<file path="config.mk">
export PLATFORM = sky130hd
export DESIGN_NAME = caf_div_cell
export DESIGN_NICKNAME = d
export VERILOG_FILES = /design/src/design/caf_pkg.sv /design/src/design/caf_div_cell.sv
export SDC_FILE = /design/constraint.sdc
export NUM_CORES = 1
export LEC_CHECK = 0
export ABC_AREA = 1
export BUFFER_PORTS_ARGS = -buffer_cell sky130_fd_sc_hd__buf_4
export CAP_MARGIN = 20
export CORE_ASPECT_RATIO = 0.6
export CORE_MARGIN = 2
export CORE_UTILIZATION = 30
export CTS_BUF_LIST = sky130_fd_sc_hd__clkbuf_16
export DETAILED_ROUTE_END_ITERATION = 12
export REMOVE_ABC_BUFFERS = 1
export SLEW_MARGIN = 20
export SYNTH_ARGS = -nofsm -noshare
export SYNTH_HDL_FRONTEND = slang
export SYNTH_SLANG_ARGS = --single-unit
</file>
<file path="constraint.sdc">
create_clock -name i_clk -period 2.05 [get_ports i_clk]
set_clock_uncertainty 0.1 [all_clocks]
set_input_delay 0.205 -clock i_clk [delete_from_list [all_inputs] [get_ports i_clk]]
set_output_delay 0.205 -clock i_clk [all_outputs]
set_load 0.01 [all_outputs]
</file>
<file path="src/design/caf_pkg.sv">
// Shared types, widths and constants of the signed 2D angle force pipeline.
// No dependencies; imported by the CORDIC cell, the divider cell and the top level.
`default_nettype none
package caf_pkg;

    localparam int DEFAULT_CORDIC_STEPS = 24;

    localparam int POS_W  = 32;   // Q16.16 position / force
    localparam int DIF_W  = 33;   // bond vector component
    localparam int PROD_W = 66;   // component product
    localparam int CS_W   = 67;   // cosine / sine terms
    localparam int VIN_W  = 60;   // CORDIC input magnitude limit
    localparam int VEC_W  = 64;   // CORDIC x, y
    localparam int ANG_W  = 32;   // Q4.28 angle accumulator
    localparam int REST_W = 31;
    localparam int K_W    = 32;
    localparam int MAG_W  = 31;   // scaled bond component magnitude
    localparam int REM_W  = 63;   // divisor / remainder
    localparam int PP_W   = 63;   // partial product, 32 x 31
    localparam int NUM_W  = 83;   // scaled numerator, one divider cell per bit
    localparam int F_W    = 87;   // wide signed force before saturation
    localparam int TYPES  = 4;
    localparam int LANES  = 4;

    localparam logic signed [ANG_W-1:0] PI_Q28 = 32'sd843314857;

    localparam int CFG_IDX_W = 4;
    localparam logic [CFG_IDX_W-1:0] REG_SPRING0 = 4'd0;
    localparam logic [CFG_IDX_W-1:0] REG_SPRING1 = 4'd1;
    localparam logic [CFG_IDX_W-1:0] REG_SPRING2 = 4'd2;
    localparam logic [CFG_IDX_W-1:0] REG_SPRING3 = 4'd3;
    localparam logic [CFG_IDX_W-1:0] REG_REST0   = 4'd4;
    localparam logic [CFG_IDX_W-1:0] REG_REST1   = 4'd5;
    localparam logic [CFG_IDX_W-1:0] REG_REST2   = 4'd6;
    localparam logic [CFG_IDX_W-1:0] REG_REST3   = 4'd7;

    typedef struct packed {
        logic signed [VEC_W-1:0] x;
        logic signed [VEC_W-1:0] y;
        logic signed [ANG_W-1:0] z;
    } t_vec;

    typedef struct packed {
        logic [REM_W-1:0] rem;
        logic [NUM_W-1:0] num;
        logic [NUM_W-1:0] quo;
        logic [REM_W-1:0] divisor;
    } t_div;

    typedef struct packed {
        logic [K_W-1:0]           k;
        logic signed [REST_W-1:0] rest;
        logic                     degen;
        logic                     tneg;
        logic                     sdx1;
        logic                     sdy1;
        logic                     sdx2;
        logic                     sdy2;
        logic [1:0]               m1;
        logic [1:0]               m2;
        logic [MAG_W-1:0]         a1;
        logic [MAG_W-1:0]         b1;
        logic [MAG_W-1:0]         a2;
        logic [MAG_W-1:0]         b2;
        logic [REM_W-1:0]         r2_1;
        logic [REM_W-1:0]         r2_2;
    } t_ctx;

    typedef struct packed {
        logic [POS_W-1:0] energy;
        logic             degen;
        logic [LANES-1:0] neg;
    } t_tail;

    typedef struct packed {
        logic signed [POS_W-1:0] fax;
        logic signed [POS_W-1:0] fay;
        logic signed [POS_W-1:0] fpx;
        logic signed [POS_W-1:0] fpy;
        logic signed [POS_W-1:0] fbx;
        logic signed [POS_W-1:0] fby;
        logic [POS_W-1:0]        energy;
        logic                    degen;
    } t_res;

    // atan(2^-i) in Q4.28
    function automatic logic signed [ANG_W-1:0] atan_q28(input logic [4:0] idx);
        logic signed [ANG_W-1:0] v;
        case (idx)
            5'd0:  v = 32'sd210828714;
            5'd1:  v = 32'sd124459457;
            5'd2:  v = 32'sd65760959;
            5'd3:  v = 32'sd33381290;
            5'd4:  v = 32'sd16755422;
            5'd5:  v = 32'sd8385879;
            5'd6:  v = 32'sd4193963;
            5'd7:  v = 32'sd2097109;
            5'd8:  v = 32'sd1048571;
            5'd9:  v = 32'sd524287;
            5'd10: v = 32'sd262144;
            5'd11: v = 32'sd131072;
            5'd12: v = 32'sd65536;
            5'd13: v = 32'sd32768;
            5'd14: v = 32'sd16384;
            5'd15: v = 32'sd8192;
            5'd16: v = 32'sd4096;
            5'd17: v = 32'sd2048;
            5'd18: v = 32'sd1024;
            5'd19: v = 32'sd512;
            5'd20: v = 32'sd256;
            5'd21: v = 32'sd128;
            5'd22: v = 32'sd64;
            5'd23: v = 32'sd32;
            5'd24: v = 32'sd16;
            5'd25: v = 32'sd8;
            5'd26: v = 32'sd4;
            5'd27: v = 32'sd2;
            5'd28: v = 32'sd1;
            default: v = '0;
        endcase
        return v;
    endfunction

endpackage
`default_nettype wire

</file>
<file path="src/design/caf_div_cell.sv">
// One restoring division step (one quotient bit), registered.
// Depends on caf_pkg.
`default_nettype none
module caf_div_cell (
    input  logic          i_clk,
    input  logic          i_en,
    input  caf_pkg::t_div i_div,
    output caf_pkg::t_div o_div
);
    import caf_pkg::*;

    logic [REM_W:0] trial;
    logic           fits;
    t_div           n_div;
    t_div           r_div;

    always_comb begin
        trial       = {i_div.rem, i_div.num[NUM_W-1]};
        fits        = trial >= {1'b0, i_div.divisor};
        n_div       = i_div;
        n_div.rem   = fits ? REM_W'(trial - {1'b0, i_div.divisor}) : trial[REM_W-1:0];
        n_div.num   = {i_div.num[NUM_W-2:0], 1'b0};
        n_div.quo   = {i_div.quo[NUM_W-2:0], fits};
    end

    always_ff @(posedge i_clk) begin
        if (i_en) begin
            r_div <= n_div;
        end
    end

    assign o_div = r_div;

endmodule
`default_nettype wire

</file>
# --- Word level (Yosys, flattened, before mapping) ---
# Cells that the tools add are included.
classes:
  n_addsub: 1
  n_lt_le_gt_ge: 1
  muxes: 1
op_table:
  columns: ["op", "count"]
  rows:
  - [">= comparator 64 x 63 -> 1 bit", 1]
  - ["2-to-1 mux 63 bit", 1]
  - ["subtractor 63 bit", 1]
word_totals:
  register_bits: 291
  out_inout_bits: 292

# --- Depth between registers and ports, before layout ---
depth:
  depth_word: 2
  depth_mapped: 18
  ltp_nobuf: 17

# --- Least setup slack after synthesis ---
# No wires, ideal clock.
synth_timing:
  path_type: "in2reg"
  from: "input port i_div[228] in the netlist's numbering"
  to: "register r_div, in the netlist o_div[286], data pin"
  arrival_ns: 1.847
  slack_ns: -0.150
  stages: 18
  cell_sequence: "inv_1 -> ha_1 -> fa_1 -> inv_1 -> nand2_1 -> nand2_1 -> nand3_1 -> nand2_2 -> nand2_2 -> nand2_2 -> nand2_2 -> nand3_2 -> nand2_2 -> nand2_4 -> inv_2 -> buf_6 -> nand2_1 -> nand2_1"
synth_rtl:
  columns: ["element", "line_no", "source"]
  rows:
  - ["start: declaration", "caf_div_cell.sv:7", "input caf_pkg::t_div i_div,"]
  - ["end signal: assignment", "caf_div_cell.sv:28", "r_div <= n_div;"]
  - ["end: declaration", "caf_div_cell.sv:15", "t_div r_div;"]

==> results.json <==
{
  "cts_tree": "done",
  "yosys.area.top_type": "edfxtp_1",
  "drt_iter0_drc": 1265,
  "most-common-layout-cells": "buf_4 (844), nand2_1 (720), inv_1 (396), dlygate4sd3_1 (291), edfxtp_1 (291)",
  "antenna_found_initial": 1,
  "powerDensity_nw_per_um2": 653,
  "via_per_inst": 4.37,
  "dp_hpwl_um": 50100,
  "avgRoutedWirePerCell_um": 17.2,
  "fmax_mhz": 507,
  "hold_violations": 0,
  "drc": 0,
  "cts_max_level": 1,
  "synth.top_cell.area_share_pct": 55.1,
  "place.gp.congestion": 0.951,
  "die_area_um2": 54800,
  "die_h_um": 182,
  "synth.yosys.seq_area_share_pct": 55.1,
  "grt_pass1_wl_um": 94900,
  "avgSynthCellArea_um2": 8.62,
  "grt_usage_pct": 22.6,
  "final_antenna_net_count": 0,
  "fp.dieW_um": 301,
  "drive_gt1_share_pct": 32.7,
  "final_common_cell": "buf_4",
  "worstPathRequired_ns": 2.30,
  "layout_min_cycle_time_ns": 1.97,
  "netlist_area_um2": 15900,
  "synth-seq-cells": 291,
  "finalCritPeriodShare_pct": 96.3,
  "boundaryPins": 586,
  "coreArea_um2": 52400,
  "leakage_nw": 13.9,
  "cts_num_sinks": 291,
  "rsz0062_at_grt": "yes",
  "drv_cap": 0,
  "totalWireLength_um": 64200,
  "path_max_fanout": 33,
  "finalSetupViolations": 0,
  "hold-worst-slack_ns": 0.0708,
  "synth_area_leaders": "edfxtp_1 (55%), nand2_1 (17%), inv_1 (9.2%)",
  "synth_warnings": 0,
  "grt.overflow.total": 0,
  "pre_cts_ws_ns": -0.603,
  "fin_util_pct": 51.8,
  "portBuffers": 583,
  "cts-root-buf": "clkbuf_16",
  "endpoint_kind": "flip-flop",
  "grt_max_degree": 78,
  "crit_path_start_kind": "input pin",
  "firstDrtPassIters": 5,
  "slew_violations": 0,
  "num_vias": 16300,
  "outcome": "finished, final reports clean",
  "ir_drop_uv": 628,
  "worst-setup-path-type": "in2reg",
  "largest_register_ffs": 291,
  "synthCells": 1840,
  "clk_path_buf_depth": 3,
  "ys_types": 33,
  "nNetsFinal": 3366,
  "hp-class": "in2reg",
  "cts.clk_slew.worst_paths_ns": 0.06,
  "numCtsBuffers": 29,
  "start_util_pct": 30.3,
  "row_count": 65,
  "syn2layout_area_growth_pct": 70.9,
  "grt_pass1_vias": 16300,
  "fillers": 4920,
  "holdPathStages": 5,
  "arrival_ns": 2.22,
  "timing.final.ws_setup_ns": 0.0762
}
-- final timing paths --
check | from | end | slack (ns)
worst max-delay path | i_div[35] | o_div[265] | 0.08
worst min-delay path | i_div[290] | o_div[291] | 0.07
-- through the flow --
| step | area, µm² | std cells | setup TNS, ns | total power, W |
|---|---|---|---|---|
| after floorplan | 15700 | 1826 | -55.25 | 0.00934 |
| after global placement | 23200 | 3387 | -33.05 | 0.0122 |
| after detailed placement | 23200 | 3387 | -32.63 | 0.0122 |
| after CTS | 27000 | 3729 | 0 | 0.0178 |
| after global routing | 27100 | 3732 | -0.0435 | 0.0186 |
| final | 27100 | 3732 | 0 | 0.0177 |
-- area by class of cell --
cell class | count | area (µm²) | area share, %
antenna | 1 | 2.50 | 0.00923
inverter | 398 | 1500 | 5.52
clock buffer | 29 | 726 | 2.68
clock inverter | 22 | 141 | 0.522
sequential | 291 | 8740 | 32.2
timing repair buffer | 1151 | 9570 | 35.3
multi-input combinational | 1137 | 5560 | 20.5
tap | 703 | 880 | 3.24
-- cells in the mapped netlist, drive strengths merged --
library cell and n:
nor4 4, nand2 748, edfxtp 291, xor2 30
ha 63, o21ai 7, o21bai 2, a21oi 43
nand3 90, nand4 18, nor2 113, inv 397
nor3 11, clkinv 1, conb 1, buf 14
o21a 1, fa 1, and2 4, or2 1
-- repair_timing --
item,CTS,global route
resized for setup,0,32
endpoints found under the setup margin,0,64
endpoints found under the hold margin,314,0
hold buffers,291,0
setup buffers,0,1
-- routing by layer --
layer	share of wire (%)	wire length [µm]	GRT usage, %	vias to the layer above
met5	0	0	0	-
met4	2.0	1290	4.40	0
met3	7.8	5020	4.87	64
met2	45	28700	35.9	544
met1	45	29200	31.8	7649
li1	-	-	-	8058
-- report_power, final --
| group | internal [W] | total (W) | switching [W] |
|---|---|---|---|
| clock | 0.00269 | 0.00506 | 0.00237 |
| combinational | 0.00259 | 0.00523 | 0.00264 |
| sequential | 0.00723 | 0.00741 | 0.000186 |
| total | 0.0125 | 0.0177 | 0.00520 |
-- critical path, cell delays in order --
cell and delay [ns]:
buf_4 0.11, inv_1 0.04, ha_1 0.35, nand2_1 0.15, inv_1 0.05, nand2_1 0.06, nand2_1 0.08, nand2_1 0.07
nand2_1 0.17, a21oi_2 0.20, nor2_1 0.05, nor2_1 0.16, nand2_4 0.11, buf_12 0.18, nand3_1 0.14, nand2_1 0.06
-- logic make-up after synthesis --
family	count (synthesis)	synth area share (%)
fa+ha+maj	64	5.10
simple gates	989	25.9
xor+xnor	30	1.66
buf+inv	412	10.5
other cells	1	0.0236
compound gates	53	1.74
flops	291	55.1
Note: power is estimated with default switching activity, not from simulation.
